==> src/hw/rtl/vas_pkg.sv <==
`timescale 1ns / 1ps
// ----------------------------------------------------------------------------
// vas_pkg
// Types and constants of the voice allocator with stealing.
// ----------------------------------------------------------------------------
package vas_pkg;

  // One voice status entry as it is kept in the voice table.
  typedef struct packed {
    logic        master_slave;
    logic        looped;
    logic [13:0] loudness;
    logic        mixer_active;
    logic        kick_idle;
  } voice_entry_t;

  localparam int ENTRY_W = $bits(voice_entry_t);

  localparam int VOL_W   = 14;
  localparam int PRI_W   = 17;
  localparam int VOICE_W = 5;
  localparam int NUSE_W  = 6;

  // Input beat kinds carried on tuser.
  localparam logic CMD_UPDATE   = 1'b0;
  localparam logic CMD_ALLOCATE = 1'b1;

  // Configuration register indexes.
  localparam logic CFG_VOICES_IN_USE = 1'b0;
  localparam logic CFG_STEAL_LIMIT   = 1'b1;

  localparam logic [NUSE_W-1:0] VOICES_IN_USE_RST = 6'd32;
  localparam logic [PRI_W-1:0]  STEAL_LIMIT_RST   = 17'(8000 * 7);

endpackage

==> src/hw/rtl/vas_ram.sv <==
`timescale 1ns / 1ps
// ----------------------------------------------------------------------------
// vas_ram
// Simple dual-port RAM: one write port, one read port with registered data.
// ----------------------------------------------------------------------------
module vas_ram #(
  parameter int WIDTH = 18,
  parameter int DEPTH = 32
) (
  input  logic                             clk,
  input  logic                             we,
  input  logic [(DEPTH>1?$clog2(DEPTH):1)-1:0] waddr,
  input  logic [WIDTH-1:0]                 wdata,
  input  logic                             re,
  input  logic [(DEPTH>1?$clog2(DEPTH):1)-1:0] raddr,
  output logic [WIDTH-1:0]                 rdata
);

  logic [WIDTH-1:0] mem [DEPTH];

  always_ff @(posedge clk) begin
    if (we) begin
      mem[waddr] <= wdata;
    end
    if (re) begin
      rdata <= mem[raddr];
    end
  end

endmodule

==> src/hw/rtl/voice_allocator_with_stealing_unit.sv <==
`timescale 1ns / 1ps
// ----------------------------------------------------------------------------
// voice_allocator_with_stealing_unit
// Voice status table with a scanning allocator that may steal a quiet voice.
// ----------------------------------------------------------------------------
// An update beat writes one voice entry and produces no result. An allocate
// beat scans the table through the single read port of the voice RAM, one
// entry per cycle, over the first n entries, where n is voices_in_use capped at
// VOICE_SLOTS; with none in use the scan is skipped. The result is registered
// after the scan, drain and done states. A stalled output holds the
// allocator in its done state until the previous result has left. Free voices
// and steal candidates are found in the same pass. Table entries carry valid
// bits that reset clears, so the table reads as all zero right after reset
// without any clearing pass. Input is taken while a previous result still
// waits on the output register.
module voice_allocator_with_stealing_unit
  import vas_pkg::*;
#(
  parameter int VOICE_SLOTS = 32
) (
  input  logic                clk,
  input  logic                rst_n,
  // Input stream.
  input  logic                in_tvalid,
  output logic                in_tready,
  // tdata, from bit 0: voice_index[4:0], kick_idle, mixer_active,
  // loudness[13:0], looped, master_slave, one zero pad bit.
  input  logic [23:0]         in_tdata,
  // tuser: command.
  input  logic                in_tuser,
  // Result stream.
  output logic                out_tvalid,
  input  logic                out_tready,
  // tdata, from bit 0: chosen_voice[4:0], three zero pad bits.
  output logic [7:0]          out_tdata,
  // tuser: no_voice.
  output logic                out_tuser,
  // Configuration writes.
  input  logic                cfg_valid,
  output logic                cfg_ready,
  input  logic                cfg_index,
  input  logic [PRI_W-1:0]    cfg_data
);

  localparam int IDX_W = (VOICE_SLOTS > 1) ? $clog2(VOICE_SLOTS) : 1;
  localparam int CW    = $clog2(VOICE_SLOTS + 1);
  localparam int LIM_W = (CW > NUSE_W) ? CW : NUSE_W;

  localparam logic [1:0] ST_IDLE  = 2'd0;
  localparam logic [1:0] ST_SCAN  = 2'd1;
  localparam logic [1:0] ST_DRAIN = 2'd2;
  localparam logic [1:0] ST_DONE  = 2'd3;

  // Input field unpacking.
  logic [VOICE_W-1:0] in_voice_index;
  voice_entry_t       in_entry;

  assign in_voice_index         = in_tdata[4:0];
  assign in_entry.kick_idle     = in_tdata[5];
  assign in_entry.mixer_active  = in_tdata[6];
  assign in_entry.loudness      = in_tdata[20:7];
  assign in_entry.looped        = in_tdata[21];
  assign in_entry.master_slave  = in_tdata[22];

  logic [1:0]             state_r, state_nxt;
  logic [NUSE_W-1:0]      voices_in_use_r;
  logic [PRI_W-1:0]       steal_limit_r;
  logic [VOICE_SLOTS-1:0] valid_r;
  logic [LIM_W-1:0]       n_r, n_nxt;
  logic [IDX_W-1:0]       cnt_r, cnt_nxt;
  logic                   dv_r;
  logic                   vbit_r;
  logic [IDX_W-1:0]       rd_idx_r;
  logic                   free_found_r, free_found_nxt;
  logic [IDX_W-1:0]       free_idx_r, free_idx_nxt;
  logic                   best_found_r, best_found_nxt;
  logic [IDX_W-1:0]       best_idx_r, best_idx_nxt;
  logic [PRI_W-1:0]       best_pri_r, best_pri_nxt;
  logic                   out_tvalid_r;
  logic [VOICE_W-1:0]     out_voice_r;
  logic                   out_none_r;

  logic                   in_acc;
  logic                   upd_we;
  logic                   rd_en;
  logic [ENTRY_W-1:0]     rd_raw;
  voice_entry_t           rd_entry;
  logic                   cand_idle;
  logic                   cand_free;
  logic [PRI_W-1:0]       cand_pri;
  logic                   out_free;
  logic                   last_rd;
  logic                   res_none;
  logic [IDX_W-1:0]       res_idx;

  assign in_tready = (state_r == ST_IDLE);
  assign in_acc    = in_tvalid && in_tready;
  assign upd_we    = in_acc && (in_tuser == CMD_UPDATE) &&
                     (32'(in_voice_index) < VOICE_SLOTS);
  assign rd_en     = (state_r == ST_SCAN);
  assign cfg_ready = 1'b1;
  assign out_free  = !out_tvalid_r || out_tready;
  assign last_rd   = (LIM_W'(cnt_r) == n_r - LIM_W'(1));

  vas_ram #(
    .WIDTH(ENTRY_W),
    .DEPTH(VOICE_SLOTS)
  ) u_table (
    .clk  (clk),
    .we   (upd_we),
    .waddr(IDX_W'(in_voice_index)),
    .wdata(in_entry),
    .re   (rd_en),
    .raddr(cnt_r),
    .rdata(rd_raw)
  );

  // A never-written entry reads as zero, which makes it neither idle nor free.
  always_comb begin
    rd_entry  = vbit_r ? voice_entry_t'(rd_raw) : '0;
    cand_idle = dv_r && rd_entry.kick_idle;
    cand_free = cand_idle && !rd_entry.mixer_active;
    cand_pri  = PRI_W'(rd_entry.loudness);
    if (rd_entry.looped) begin
      cand_pri = cand_pri << 1;
    end
    if (rd_entry.master_slave) begin
      cand_pri = cand_pri << 2;
    end
  end

  always_comb begin
    state_nxt      = state_r;
    n_nxt          = n_r;
    cnt_nxt        = cnt_r;
    free_found_nxt = free_found_r;
    free_idx_nxt   = free_idx_r;
    best_found_nxt = best_found_r;
    best_idx_nxt   = best_idx_r;
    best_pri_nxt   = best_pri_r;

    if (cand_free && !free_found_r) begin
      free_found_nxt = 1'b1;
      free_idx_nxt   = rd_idx_r;
    end
    if (cand_idle && (!best_found_r || cand_pri < best_pri_r)) begin
      best_found_nxt = 1'b1;
      best_idx_nxt   = rd_idx_r;
      best_pri_nxt   = cand_pri;
    end

    case (state_r)
      ST_IDLE: begin
        if (in_acc && (in_tuser == CMD_ALLOCATE)) begin
          if (32'(voices_in_use_r) > VOICE_SLOTS) begin
            n_nxt = LIM_W'(VOICE_SLOTS);
          end else begin
            n_nxt = LIM_W'(voices_in_use_r);
          end
          cnt_nxt        = '0;
          free_found_nxt = 1'b0;
          best_found_nxt = 1'b0;
          state_nxt      = (voices_in_use_r == '0) ? ST_DONE : ST_SCAN;
        end
      end
      ST_SCAN: begin
        cnt_nxt = cnt_r + IDX_W'(1);
        if (last_rd) begin
          state_nxt = ST_DRAIN;
        end
      end
      ST_DRAIN: begin
        state_nxt = ST_DONE;
      end
      ST_DONE: begin
        if (out_free) begin
          state_nxt = ST_IDLE;
        end
      end
      default: begin
        state_nxt = ST_IDLE;
      end
    endcase
  end

  always_comb begin
    res_none = 1'b0;
    res_idx  = free_idx_r;
    if (!free_found_r) begin
      res_idx = best_idx_r;
      if (!best_found_r || best_pri_r > steal_limit_r) begin
        res_none = 1'b1;
        res_idx  = '0;
      end
    end
  end

  always_ff @(posedge clk) begin
    if (!rst_n) begin
      state_r         <= ST_IDLE;
      voices_in_use_r <= VOICES_IN_USE_RST;
      steal_limit_r   <= STEAL_LIMIT_RST;
      valid_r         <= '0;
      dv_r            <= 1'b0;
      out_tvalid_r    <= 1'b0;
    end else begin
      state_r <= state_nxt;
      dv_r    <= rd_en;
      if (cfg_valid && cfg_ready) begin
        if (cfg_index == CFG_VOICES_IN_USE) begin
          voices_in_use_r <= cfg_data[NUSE_W-1:0];
        end else begin
          steal_limit_r <= cfg_data;
        end
      end
      if (upd_we) begin
        valid_r[IDX_W'(in_voice_index)] <= 1'b1;
      end
      if (state_r == ST_DONE && out_free) begin
        out_tvalid_r <= 1'b1;
      end else if (out_tready) begin
        out_tvalid_r <= 1'b0;
      end
    end
  end

  always_ff @(posedge clk) begin
    n_r          <= n_nxt;
    cnt_r        <= cnt_nxt;
    free_found_r <= free_found_nxt;
    free_idx_r   <= free_idx_nxt;
    best_found_r <= best_found_nxt;
    best_idx_r   <= best_idx_nxt;
    best_pri_r   <= best_pri_nxt;
    if (rd_en) begin
      vbit_r   <= valid_r[cnt_r];
      rd_idx_r <= cnt_r;
    end
    if (state_r == ST_DONE && out_free) begin
      out_voice_r <= VOICE_W'(res_idx);
      out_none_r  <= res_none;
    end
  end

  assign out_tvalid = out_tvalid_r;
  assign out_tdata  = {3'b000, out_voice_r};
  assign out_tuser  = out_none_r;

  // A result appears only after an allocation has finished its scan.
  a_result_from_done: assert property (@(posedge clk) disable iff (!rst_n)
    $rose(out_tvalid_r) |-> $past(state_r) == ST_DONE)
    else $error("result raised outside the done state");

  // A refused allocation always reports voice zero.
  a_none_is_zero: assert property (@(posedge clk) disable iff (!rst_n)
    (out_tvalid_r && out_none_r) |-> out_voice_r == '0)
    else $error("no_voice result carries a nonzero voice");

  // A granted voice lies inside the table.
  a_voice_in_range: assert property (@(posedge clk) disable iff (!rst_n)
    (out_tvalid_r && !out_none_r) |-> 32'(out_voice_r) < VOICE_SLOTS)
    else $error("granted voice beyond the table");

  // The read pipe only carries data while a scan is in progress.
  a_read_in_scan: assert property (@(posedge clk) disable iff (!rst_n)
    dv_r |-> ($past(state_r) == ST_SCAN) &&
             (state_r == ST_SCAN || state_r == ST_DRAIN))
    else $error("table read data outside a scan");

endmodule
==> config.mk <==
export PLATFORM = sky130hd
export DESIGN_NAME = voice_allocator_with_stealing_unit
export DESIGN_NICKNAME = d
export VERILOG_FILES = /design/src/hw/rtl/vas_pkg.sv /design/src/hw/rtl/vas_ram.sv /design/src/hw/rtl/voice_allocator_with_stealing_unit.sv
export SDC_FILE = /design/constraint.sdc
export NUM_CORES = 1
export LEC_CHECK = 0
export ABC_AREA = 1
export ABC_CLOCK_PERIOD_IN_PS = 3900
export BUFFER_PORTS_ARGS = -buffer_cell sky130_fd_sc_hd__buf_2
export CORE_MARGIN = 3
export CORE_UTILIZATION = 33
export DETAILED_ROUTE_END_ITERATION = 10
export MAX_ROUTING_LAYER = met4
export PLACE_DENSITY_LB_ADDON = 0.2
export SKIP_CTS_REPAIR_TIMING = 1
export SLEW_MARGIN = 20
export SYNTH_ARGS = -nofsm -noshare
export SYNTH_HDL_FRONTEND = slang
export SYNTH_HIERARCHICAL = 1
export SYNTH_SLANG_ARGS = --single-unit
==> constraint.sdc <==
create_clock -name clk -period 3.9 [get_ports clk]
set_input_delay 0.585 -clock clk [delete_from_list [all_inputs] [get_ports clk]]
set_output_delay 0.585 -clock clk [all_outputs]
set_load 0.05 [all_outputs]
**After elaboration in Yosys (flattened, before gate mapping)**

Memories as Yosys holds them, arrays and structs flattened. A register that Yosys moved wholly into a read port is not among the register bits.
Index checks and enable logic that the tools add are counted.

- Word-level logic and storage cells: 88
- Flip-flop bits (word level): 111
- Memories kept: 1
- ROM bits: 0
- Bits in latches: 0
- Bits in writable memories: 576

- Multiplexer cells: 27
- Equal/unequal tests: 7
- Multipliers: 0
- Order comparisons: 6
- Add/subtract/negate cells: 2
- Reduce and logical (&&, ||, !) cells: 25
- Shifts and indexed selects: 0
- Div/mod/pow operators: 0
- Bitwise logic cells: 3

Memory list:

| memory | words | width | read ports | clocked after memory_dff | write ports | RTL line | text |
|---|---|---|---|---|---|---|---|
| u_table.mem | 32 | 18 | 1 | 1 | 1 | vas_ram.sv:19 | `logic [WIDTH-1:0] mem [DEPTH];` |

Operators by type and width:

| operator | number |
|---|---|
| OR 32 bit | 1 |
| two-way mux 18 bit | 1 |
| > comparator 17 bit | 1 |
| < comparator 17 bit | 1 |
| two-way mux 17 bit | 1 |
| two-way mux 15 bit | 1 |
| two-way mux 5 bit | 3 |
| two-way mux 1 bit | 13 |
| < comparator 5 x 6 -> 1 bit, second input constant | 2 |
| one-hot mux 5 bit (2 select lines) | 1 |
| logical AND 1 bit | 9 |
| two-way mux 2 bit | 4 |
| one-hot mux 2 bit (4 select lines) | 1 |
| AND reduction 2 bit | 4 |
| equality test 5 x 6 -> 1 bit | 1 |
| > comparator 6 bit, second input constant | 1 |
| logical NOT 6 bit | 1 |
| subtractor 6 x 1 -> 6 bit, second input constant | 1 |
| adder 5 x 1 -> 5 bit, second input constant | 1 |
| binary-select mux 1 bit (select 5 bit) | 1 |
| demux 1 bit (select 5 bit) | 1 |
| greater-or-equal comparator 5 x 1 -> 1 bit, second input constant | 1 |
| equality test 2 bit, second input constant | 2 |
| logical NOT 1 bit | 4 |
| other kinds (8) | 13 |

**Logic depth before layout (Yosys ltp)**

Gate-level depths: netlist of the first run.

- Word-level depth: 9
- Gate-level depth with buffers: 15
- Depth with buffers taken out: 14

**Cells and area by module**

The synthesis of the first run kept the hierarchy.

By module, submodules not included:

| module | instances | area an instance (um2) | cells an instance |
|---|---|---|---|
| vas_ram | 1 | 24028.0 | 2009 |
| voice_allocator_with_stealing_unit | 1 | 5642.9 | 669 |

**Worst setup path before layout of the first run**

Ideal clock, no wire load.

- Path type: reg-to-reg
- From: register vbit_r
- To: register best_idx_r[0], enable pin
- Clock period less this slack: 3.357 ns
- Library setup time: 0.408 ns
- Arrival: 2.949 ns
- Setup slack: 0.543 ns
- Stages on the path, launching flop included: 13
- Path buffers: 1
- Cell sequence: edfxtp_1 buf_2 nand2_1 clkinv_1 o21ai_0 ha_1 a21oi_1 o21ai_0 nand2_1 nand3_1 nand2_1 nand3_1 a21oi_1

- Word-level cells in the longest chain between the ends: 6
- Elaborated cells between the ends (all ways): 7

RTL lines:

| item | RTL line | text |
|---|---|---|
| from (decl) | voice_allocator_with_stealing_unit.sv:72 | `logic vbit_r;` |
| from (signal assigned) | voice_allocator_with_stealing_unit.sv:236 | `vbit_r <= valid_r[cnt_r];` |
| two-way mux 18 bit * | voice_allocator_with_stealing_unit.sv:120 | `rd_entry = vbit_r ? voice_entry_t'(rd_raw) : '0;` |
| two-way mux 15 bit | voice_allocator_with_stealing_unit.sv:124 | `if (rd_entry.looped) begin` |
| two-way mux 17 bit * | voice_allocator_with_stealing_unit.sv:127 | `if (rd_entry.master_slave) begin` |
| via cand_pri[4] | voice_allocator_with_stealing_unit.sv:90 | `logic [PRI_W-1:0] cand_pri;` |
| < comparator 17 bit * | voice_allocator_with_stealing_unit.sv:146 | `if (cand_idle && (!best_found_r \|\| cand_pri < best_pri_r)) begin` |
| logical OR 1 bit * | voice_allocator_with_stealing_unit.sv:146 |  |
| logical AND 1 bit * | voice_allocator_with_stealing_unit.sv:146 |  |
| to (signal assigned) | voice_allocator_with_stealing_unit.sv:233 | `best_idx_r <= best_idx_nxt;` |
| to (decl) | voice_allocator_with_stealing_unit.sv:77 | `logic [IDX_W-1:0] best_idx_r, best_idx_nxt;` |

Mark *: on every way through the listed nets, which the timed path passes. The rest lies on a longest branch.
A chain may end at the register's enable or synchronous reset.

**Worst setup path after layout of the first run**

- From: register vbit_r
- To: register best_pri_r[10], enable pin

- Word-level cells in the longest chain between the ends: 6
- Elaborated cells between the ends (all ways): 7

RTL lines:

| item | RTL line | text |
|---|---|---|
| two-way mux 18 bit * | voice_allocator_with_stealing_unit.sv:120 |  |
| two-way mux 15 bit | voice_allocator_with_stealing_unit.sv:124 |  |
| two-way mux 17 bit * | voice_allocator_with_stealing_unit.sv:127 |  |
| via cand_pri[4] | voice_allocator_with_stealing_unit.sv:90 |  |
| < comparator 17 bit * | voice_allocator_with_stealing_unit.sv:146 |  |
| logical OR 1 bit * | voice_allocator_with_stealing_unit.sv:146 |  |
| logical AND 1 bit * | voice_allocator_with_stealing_unit.sv:146 |  |
| to (signal assigned) | voice_allocator_with_stealing_unit.sv:234 | `best_pri_r <= best_pri_nxt;` |
| to (decl) | voice_allocator_with_stealing_unit.sv:78 | `logic [PRI_W-1:0] best_pri_r, best_pri_nxt;` |

Marked as above.

==> metrics.txt, run 1 <==
most common cell after layout, fill and taps aside nand2_1; placed cell count 3812; Yosys warnings 6; most frequent cells in the layout 907 x nand2_1, 644 x edfxtp_1, 483 x nand3_1, 108 x inv_1, 81 x a21oi_1; Synth Instances roughly 2700; Final TNS setup 0 ns; most used cell along the critical path nand2_1; min-delay worst type in2reg; post-synthesis sequential area ratio roughly 69%; Die H 305.9 um; CP endpoint kind flop; Final Hold Vio Count 0; pin count of the biggest net entering global routing between 150 and 200; sum of buffers and inverters on the critical path 2; CP Max Fanout 17; core box area 0.08878 sq mm; share of cells above drive strength 1 9.323%; minimum clock period 3.192 ns; maximum vdd drop 0.4993 mV; synthesized area per cell 11.08 sq um; maxcap violations 0; RSZ-0062 raised after global routing no; # rows 109; post-DP HPWL 44100 um; IO Pins 60; worst path arrival time 3.51 ns; total CTS buffers 75; CP max stage cell edfxtp_1; Die Area 0.09355 sq mm; clk sinks around 710; Die X-Extent between 300 and 400 um; 1st-iter DRT viols 1666; Final Max Slew Viols 0; Vias/cell 5.005; Req. time, crit path 4.22 ns; Tcrit/Tclk final roughly four fifths; vias in the first global route 19050; PD cells 588.1 mW/mm^2; total track usage 17.23%; total power draw 0.01966 W; CTS tree yes; delay-heaviest family, CP compound AO/OA/AOI/OAI gates; final net count 2811; R2R Setup Slk 0.71 ns; Layout Cells excl Fill 3949; later-pin clock latency in the skew report 0.62 ns; initial antenna violation count 2; clock-pin slew on the worst setup and hold paths approximately 0.060 ns; Clock Skew 0.02176 ns; RD Place Congestion approximately 0.8; maximum clock insertion buffer count 3; synth-to-layout area growth 12.69%; fmax 313.3 MHz; Post-DRT Antenna Nets 0; worst-margin pin slew 1.047 ns; relative max-transition margin 30.19%; post-synthesis cell type count 35; clk root buf clkbuf_16; CP max stage delay 0.50 ns; Leak 12.42 nW; DR vias 19760; Worst Setup Start Kind flop; routed len/inst 20.07 um; first-pass GRT wire length 118300 um; critical path class reg2reg; status complete, no violations; Remaining DRCs 0; WL final 79260 um; number of buffers added on ports between 50 and 60; DRT Pass-1 Iters 5; synthesized flop and latch total about 710; Critical Path, Cell by Cell nand2_1 -> clkinv_1 -> o21ai_0 -> ha_1 -> a21oi_1 -> o21ai_0 -> nand2_1 -> nand3_1 -> nand2_1 -> nand3_1 -> a21oi_2 -> buf_12; H-tree levels 3; final setup violation count 0; mapped cell area 0.02967 sq mm; GRT overflow 0; Initial Util roughly 33%
==> cell usage after synthesis <==
library cell	n	area share, %
and2_1	1	0.021
clkinv_1	3	0.038
xor2_1	1	0.030
inv_1	108	1.4
buf_4	30	0.76
o21ai_0	47	0.79
nand4_1	7	0.15
nor4_2	1	0.042
nand2_1	907	11
a21oi_1	82	1.4
clkbuf_1	27	0.34
inv_4	1	0.021
xnor2_1	3	0.089
o22ai_1	5	0.11
o211ai_1	13	0.33
o21a_1	1	0.025
nor2_2	1	0.021
buf_8	1	0.051
inv_2	3	0.038
nand3b_1	2	0.051
nor3_1	10	0.17
nor3_4	5	0.27
nor2_1	93	1.2
ha_1	39	1.6
dfxtp_1	61	4.1
a22oi_1	4	0.10
mux2i_1	5	0.17
edfxtp_1	644	65
buf_6	21	0.80
conb_1	2	0.025
or2_2	1	0.021
inv_6	1	0.030
buf_1	16	0.20
buf_2	49	0.83
nand3_1	483	8.1
==> cells by family (layout without fill, tap and decap cells) <==
kind of cell / count (synthesis) / in the layout / synth area share, %
XOR/XNOR: 4 / 4 / 0.1181
flip-flops: 705 / 705 / 69.29
buffers and inverters: 260 / 358 / 4.470
adder cells (fa/ha/maj): 39 / 39 / 1.645
other: 2 / 10 / 0.02531
AO/OA/AOI/OAI: 152 / 152 / 2.737
multiplexers: 5 / 5 / 0.1687
AND/OR/NAND/NOR: 1511 / 1511 / 21.54
==> power by group <==
| group | total [W] | leakage (nW) | switching, W | internal (W) |
|---|---|---|---|---|
| Clock | 0.00667 | 1.11 | 0.00289 | 0.00378 |
| Combinational | 0.00429 | 5.00 | 0.00314 | 0.00114 |
| Sequential | 0.00870 | 6.31 | 0.000142 | 0.00856 |
==> metrics by stage <==
stage | worst slack (ns) | utilization (%) | hold slack (ns) | area, sq um
6_report | 0.7080 | 37.66 | 0.2044 | 33440
5_1_grt | 0.4007 | 37.65 | 0.1967 | 33430
4_1_cts | 0.6910 | 37.64 | 0.1780 | 33420
3_5_place_dp | 0.7103 | 35.10 | 0.4344 | 31160
3_3_place_gp | 0.6590 | 35.10 | 0.4310 | 31160
2_1_floorplan | 0.5431 | - | 0.4215 | 29680
==> per-layer routing <==
metal / share of wire [%] / vias to the layer above / GRT usage, %
met2: 48 / 514 / 28.16
met3: 4.7 / 103 / 2.217
met4: 2.0 / 0 / 4.205
met5: 0 / - / -
met1: 45 / 9789 / 22.93
li1: - / 9358 / -
==> state kept, by name, summed over array words and instances, names as in the netlist, 2 cells and up <==
register,count
best_idx_r,5
steal_limit_r,17
out_voice_r,5
rd_idx_r,5
valid_r,32
u_table/rdata,18
voices_in_use_r,6
cnt_r,5
best_pri_r,17
u_table/mem,576
n_r,6
free_idx_r,5
state_r,2
==> final cells by class <==
cell class	instances	area, sq um
inverter	116	445.4
clock buffer	90	1954
fill	8573	55350
sequential	705	20560
timing repair buffer	111	823.3
clock inverter	41	304.0
multi-input combinational	1715	7876
antenna	6	15.01
tap	1165	1458
==> worst reg2reg max path, cell delays in order (launching register included) <==
cell and delay [ns]:
edfxtp_1 0.50, nand2_1 0.30, clkinv_1 0.28, o21ai_0 0.34
ha_1 0.31, a21oi_1 0.15, o21ai_0 0.11, nand2_1 0.07
nand3_1 0.07, nand2_1 0.06, nand3_1 0.10, a21oi_2 0.39
buf_12 0.22
==> worst paths after layout <==
check,depth (start not counted),from,end
setup / recovery,12,vbit_r,best_pri_r[10]
hold / removal,3,cfg_data[6],steal_limit_r[6]
setup reg to reg,12,vbit_r,best_pri_r[10]
hold reg to reg,0,rd_idx_r[4],free_idx_r[4]
(Power assumes the default switching activity.)
==> inputs of run 2 (changes only) <==
--- a/config.mk
+++ b/config.mk
@@ -6,7 +6,7 @@
 export NUM_CORES = 1
 export LEC_CHECK = 0
 export ABC_AREA = 1
-export ABC_CLOCK_PERIOD_IN_PS = 3900
+export ABC_CLOCK_PERIOD_IN_PS = 2900
 export BUFFER_PORTS_ARGS = -buffer_cell sky130_fd_sc_hd__buf_2
 export CORE_MARGIN = 3
 export CORE_UTILIZATION = 33
==> constraint.sdc (replaced) <==
create_clock -name clk -period 2.9 [get_ports clk]
set_input_delay 0.435 -clock clk [delete_from_list [all_inputs] [get_ports clk]]
set_output_delay 0.435 -clock clk [all_outputs]
set_load 0.05 [all_outputs]
==> metrics.txt, run 2 (synthesis results as in run 1) <==
grt met2 use 27.16% (-1.0 points); delay-heaviest family, CP compound AO/OA/AOI/OAI gates; CP max stage cell edfxtp_1; share of cells above drive strength 1 9.736% (+0.41 points); pin count of the biggest net entering global routing 129 (-34%); clk root buf clkbuf_16; final setup violation count 0 (unchanged); most common cell after layout, fill and taps aside nand2_1; most used cell along the critical path nand2_1; fmax 378.3 MHz (+21%); DRT Pass-1 Iters 7 (+2); CP Max Fanout 17 (unchanged); maximum vdd drop 0.5233 mV (+4.8%); Final Max Slew Viols 0 (unchanged); Place WS 0.1714 ns (-0.5389 ns); IO Pins 60 (unchanged); Final Hold Vio Count 0 (unchanged); Top Registers u_table/mem (576), valid_r (32), u_table/rdata (18); met3 Use GR 2.763% (+0.55 points); GRT Max-Usage Layer met2; initial antenna violation count 2 (unchanged); PD cells 796.0 mW/mm^2 (+35%); CTS tree yes; Switch Pwr 0.008313 W (+35%); Post-DRT Antenna Nets 0 (unchanged); WL final 79190 um (about the same); total track usage 17.28% (+0.051 points); Die X-Extent 305.9 um (unchanged); Leak 12.60 nW (+1.4%); max reg flops 576 (unchanged); Flop pwr share 43.5% (-0.8 points); final net count 2834 (+0.82%); total power draw 0.02689 W (+37%); Initial Util 33.42% (unchanged); Final TNS setup 0 ns (unchanged); M1 GR Usage 23.59% (+0.67 points); status complete, no violations; sum of buffers and inverters on the critical path 3 (+1); most frequent cells in the layout 907 x nand2_1, 644 x edfxtp_1, 483 x nand3_1, 108 x inv_1, 81 x a21oi_1; Remaining DRCs 0 (unchanged); final setup margin 0.2563 ns (-0.4518 ns); minimum clock period 2.644 ns (-0.5482 ns); worst path arrival time 2.95 ns (-0.56 ns); synth-to-layout area growth 13.86%; Clock Skew 0.03117 ns (+0.009410 ns); routed len/inst 19.92 um (-0.74%); # rows 109 (unchanged); RD Place Congestion 0.8017 (-2.4%); Die Area 0.09355 sq mm (unchanged); H-tree levels 3 (unchanged); vias in the first global route 19060 (+0.079%); RSZ-0062 raised after global routing no; core box area 0.08878 sq mm (unchanged); Worst Setup Start Kind flop; 1st-iter DRT viols 1650 (-0.96%); maximum clock insertion buffer count 3 (unchanged); Fillers 8613 (+0.47%); CP endpoint kind flop; total CTS buffers 76 (+1.3%); Die H 305.9 um (unchanged); post-DP HPWL 45480 um (+3.1%); DR vias 19690 (-0.38%); Tcrit/Tclk final 91.16% (+9.3 points); Req. time, crit path 3.21 ns (-1.01 ns); worst-margin pin slew 0.9545 ns (-0.09273 ns); clock power share 34.5% (+0.6 points); clock-pin slew on the worst setup and hold paths 0.06 ns (about the same); Logic pwr share 22.0% (+0.2 points); Critical Path, Cell by Cell inv_1 -> nor2_2 -> inv_1 -> o22ai_1 -> nand2_1 -> o21ai_0 -> ha_1 -> a21oi_1 -> o21ai_0 -> nand2_1 -> nand3_1 -> nand2_1 -> nand3_1 -> a21oi_4 -> buf_12; switching share of power 30.91% (-0.52 points); GRT overflow 0 (unchanged); relative max-transition margin 36.30% (+6.1 points); number of buffers added on ports 54 (unchanged); maxcap violations 0 (unchanged); later-pin clock latency in the skew report 0.63 ns (about the same); first-pass GRT wire length 118800 um (+0.37%); Finished Core Util 38.05% (+0.39 points); Largest Register u_table/mem; Vias/cell 4.953 (-1.0%); min-delay worst type in2reg; Internal 0.01858 W (+38%); critical path class reg2reg; clk sinks 705 (unchanged); CP max stage delay 0.45 ns (-0.05 ns)
run 2: cell count changes in the layout (fill, tap and decap cells not counted), sizes merged:
cell / previous run / this run
buf: 111 / 133
clkbuf: 90 / 99
clkinv: 35 / 31
bufinv: 3 / 4
clkinvlp: 2 / 1
inv: 117 / 116
run 2: final timing paths:
| kind | startpoint | endpoint | slack, ns | cells past startpoint |
|---|---|---|---|---|
| max | vbit_r | best_pri_r[0] | 0.26 | 15 |
| min | cfg_data[15] | steal_limit_r[15] | 0.07 | 3 |
| max reg2reg | vbit_r | best_pri_r[0] | 0.26 | 15 |
| min reg2reg | rd_idx_r[0] | best_idx_r[0] | 0.45 | 0 |
run 2: layout make-up:
class / instances / area (sq um) / area share, %
clock inverter: 36 / 296.5 / 0.8777
sequential: 705 / 20560 / 60.86
tap: 1165 / 1458 / 4.315
timing repair buffer: 133 / 1064 / 3.148
antenna: 6 / 15.01 / 0.04444
multi-input combinational: 1715 / 7874 / 23.31
clock buffer: 99 / 2072 / 6.133
inverter: 116 / 445.4 / 1.318
run 2: stage by stage:
step / area (sq um) / hold slack, ns / std cells
CTS: 33760 / 0.01623 / 3968
global placement: 31390 / 0.4295 / 3833
global route: 33770 / 0.04969 / 3971
detailed placement: 31390 / 0.4341 / 3833
floorplan: 29690 / 0.4215 / 2680
finish: 33780 / 0.06590 / 3975
run 2: power groups by stage:
stage,combinational (W),sequential (W),clock (W)
2_1_floorplan,0.00394,0.0118,0
5_1_grt,0.00661,0.0117,0.00991
3_3_place_gp,0.00589,0.0119,0
6_report,0.00591,0.0117,0.00927
4_1_cts,0.00597,0.0117,0.00951
3_5_place_dp,0.00595,0.0119,0
run 2: worst reg2reg max path, cell delays in order, from the launching register on:
cell	delay, ns
edfxtp_1	0.45
inv_1	0.08
nor2_2	0.14
inv_1	0.07
o22ai_1	0.17
nand2_1	0.07
o21ai_0	0.14
ha_1	0.31
a21oi_1	0.13
o21ai_0	0.08
nand2_1	0.07
nand3_1	0.08
nand2_1	0.06
nand3_1	0.12
a21oi_4	0.19
buf_12	0.17
run 2: routing by layer:
layer	routed length, um	part of all wire, %
met4	1542	1.9
met5	0	0
met2	36800	46
met3	4436	5.6
met1	36410	46
==> inputs of run 3 (changes only) <==
--- a/config.mk
+++ b/config.mk
@@ -13,6 +13,7 @@
 export DETAILED_ROUTE_END_ITERATION = 10
 export MAX_ROUTING_LAYER = met4
 export PLACE_DENSITY_LB_ADDON = 0.2
+export RECOVER_POWER = 50
 export SKIP_CTS_REPAIR_TIMING = 1
 export SLEW_MARGIN = 20
 export SYNTH_ARGS = -nofsm -noshare
==> metrics.txt, run 3 (synthesis results as in run 1) <==
Reg2Reg Capture Point best_pri_r[0]; fmax 377.8 MHz (-0.11%); maxcap violations 19 (+19); relative max-transition margin -29.75% (-66 points); Post-DRT Antenna Nets 0 (unchanged); worst path arrival time 2.95 ns (about the same); RD Place Congestion 0.8017 (unchanged); Final Hold Vio Count 0 (unchanged); vias in the first global route 19060 (unchanged); CP max stage delay 0.48 ns (+0.03 ns); most frequent cells in the layout 907 x nand2_1, 644 x edfxtp_1, 483 x nand3_1, 108 x inv_1, 81 x a21oi_1; most common cell after layout, fill and taps aside nand2_1; number of buffers added on ports 54 (unchanged); hold depth 3 (unchanged); most used cell along the critical path nand2_1; Hold EP steal_limit_r[15]; final net count 2834 (unchanged); min-delay worst type in2reg; Tcrit/Tclk final 91.26% (+0.099 points); CTS tree yes; total CTS buffers 76 (unchanged); failing checks max-capacitance violations, max-slew violations; Die X-Extent 305.9 um (unchanged); GRT overflow 0 (unchanged); Final Max Slew Viols 630 (+630); placed cell areas 0.03139 sq mm (unchanged); Worst Hold Launch cfg_data[15]; maximum vdd drop 0.5235 mV (about the same); synth-to-layout area growth 13.74%; routed len/inst 19.94 um (about the same); critical path class reg2reg; pin count of the biggest net entering global routing 129 (unchanged); # rows 109 (unchanged); Req. time, crit path 3.21 ns (about the same); max reg flops 576 (unchanged); clock-pin slew on the worst setup and hold paths 0.06 ns (about the same); maximum clock insertion buffer count 3 (unchanged); later-pin clock latency in the skew report 0.62 ns (about the same); Final TNS setup 0 ns (unchanged); Critical Path, Cell by Cell nand2_1 -> inv_1 -> a22oi_1 -> o21ai_0 -> ha_1 -> a21oi_1 -> o21ai_0 -> nand2_1 -> nand3_1 -> nand2_1 -> nand3_1 -> a21oi_4 -> buf_12; R2R Setup Slk 0.25 ns (about the same); total track usage 17.28% (unchanged); core box area 0.08878 sq mm (unchanged); CP endpoint kind flop; PD cells 796.8 mW/mm^2 (+0.10%); DR vias 19750 (+0.34%); WP depth 13 (-2); Clock Skew 0.02992 ns (-0.001245 ns); share of cells above drive strength 1 8.916% (-0.82 points); WL final 79290 um (+0.13%); delay-heaviest family, CP compound AO/OA/AOI/OAI gates; design area 0.03375 sq mm (-0.11%); CP Max Fanout 17 (unchanged); H-tree levels 3 (unchanged); Top Registers u_table/mem (576), valid_r (32), u_table/rdata (18); Die Area 0.09355 sq mm (unchanged); DRT Pass-1 Iters 6 (-1); Largest Register u_table/mem; Finished Core Util 38.01% (-0.041 points); final setup violation count 0 (unchanged); CP max stage cell edfxtp_1; status finished, violations left; post-DP HPWL 45480 um (unchanged); r2r startpoint vbit_r; first-pass GRT wire length 118800 um (unchanged); 1st-iter DRT viols 1639 (-0.67%); final setup margin 0.2534 ns (-0.002871 ns); worst-margin pin slew 1.946 ns (+0.9918 ns); Initial Util 33.42% (unchanged); initial antenna violation count 2 (unchanged); Die H 305.9 um (unchanged); Worst Reg-to-Reg Cells 13 (-2); Place WS 0.1714 ns (unchanged); minimum clock period 2.647 ns (+0.002871 ns); IO Pins 60 (unchanged); clk sinks 705 (unchanged); sum of buffers and inverters on the critical path 2 (-1); Leak 12.53 nW (-0.54%); Remaining DRCs 0 (unchanged); Worst Setup Start Kind flop; Vias/cell 4.967 (+0.28%); clk root buf clkbuf_16; Fillers 8623 (+0.12%)
==> run 3: area by class of cell <==
| class | instances | area [sq um] | share of cell area (%) |
|---|---|---|---|
| multi-input combinational | 1715 | 7874 | 23.33 |
| sequential | 705 | 20560 | 60.92 |
| clock buffer | 99 | 2072 | 6.140 |
| inverter | 116 | 445.4 | 1.320 |
| clock inverter | 36 | 296.5 | 0.8787 |
| tap | 1165 | 1458 | 4.319 |
| antenna | 8 | 20.02 | 0.05932 |
| timing repair buffer | 133 | 1022 | 3.029 |
==> run 3: how the worst max path moves through the flow <==
| stage | startpoint | to |
|---|---|---|
| after floorplan | state_r[0] | u_table/mem[27][0] |
| after global routing | vbit_r | best_pri_r[13] |
| after detailed placement | vbit_r | best_pri_r[10] |
| after CTS | vbit_r | best_pri_r[14] |
| after global placement | vbit_r | best_pri_r[10] |
| final | vbit_r | best_pri_r[0] |
==> run 3: power by group <==
group | internal (W) | leakage (nW) | switching [W] | total (W)
sequential | 0.0115 | 6.31 | 0.000193 | 0.0117
clock | 0.00540 | 1.16 | 0.00387 | 0.00926
combinational | 0.00165 | 5.07 | 0.00425 | 0.00590
total | 0.0186 | 12.5 | 0.00831 | 0.0269
==> run 3: worst register-to-register path, stage by stage, from the launching register on <==
cell,delay [ns]
edfxtp_1,0.48
nand2_1,0.15
inv_1,0.10
a22oi_1,0.22
o21ai_0,0.16
ha_1,0.32
a21oi_1,0.14
o21ai_0,0.09
nand2_1,0.07
nand3_1,0.08
nand2_1,0.06
nand3_1,0.12
a21oi_4,0.19
buf_12,0.17
==> run 3: layer usage <==
| layer | routed length (um) | global-route usage (%) |
|---|---|---|
| met2 | 36700 | 27.16 |
| met4 | 1617 | 4.148 |
| met1 | 36460 | 23.59 |
| met5 | 0 | - |
| met3 | 4523 | 2.763 |
==> run 3: stage by stage <==
stage	hold slack, ns	instances	total power, W
5_1_grt	0.04969	3971	0.02826
3_5_place_dp	0.4341	3833	0.01787
2_1_floorplan	0.4215	2680	0.01579
3_3_place_gp	0.4295	3833	0.01781
4_1_cts	0.01623	3968	0.02719
6_report	0.06738	3977	0.02689
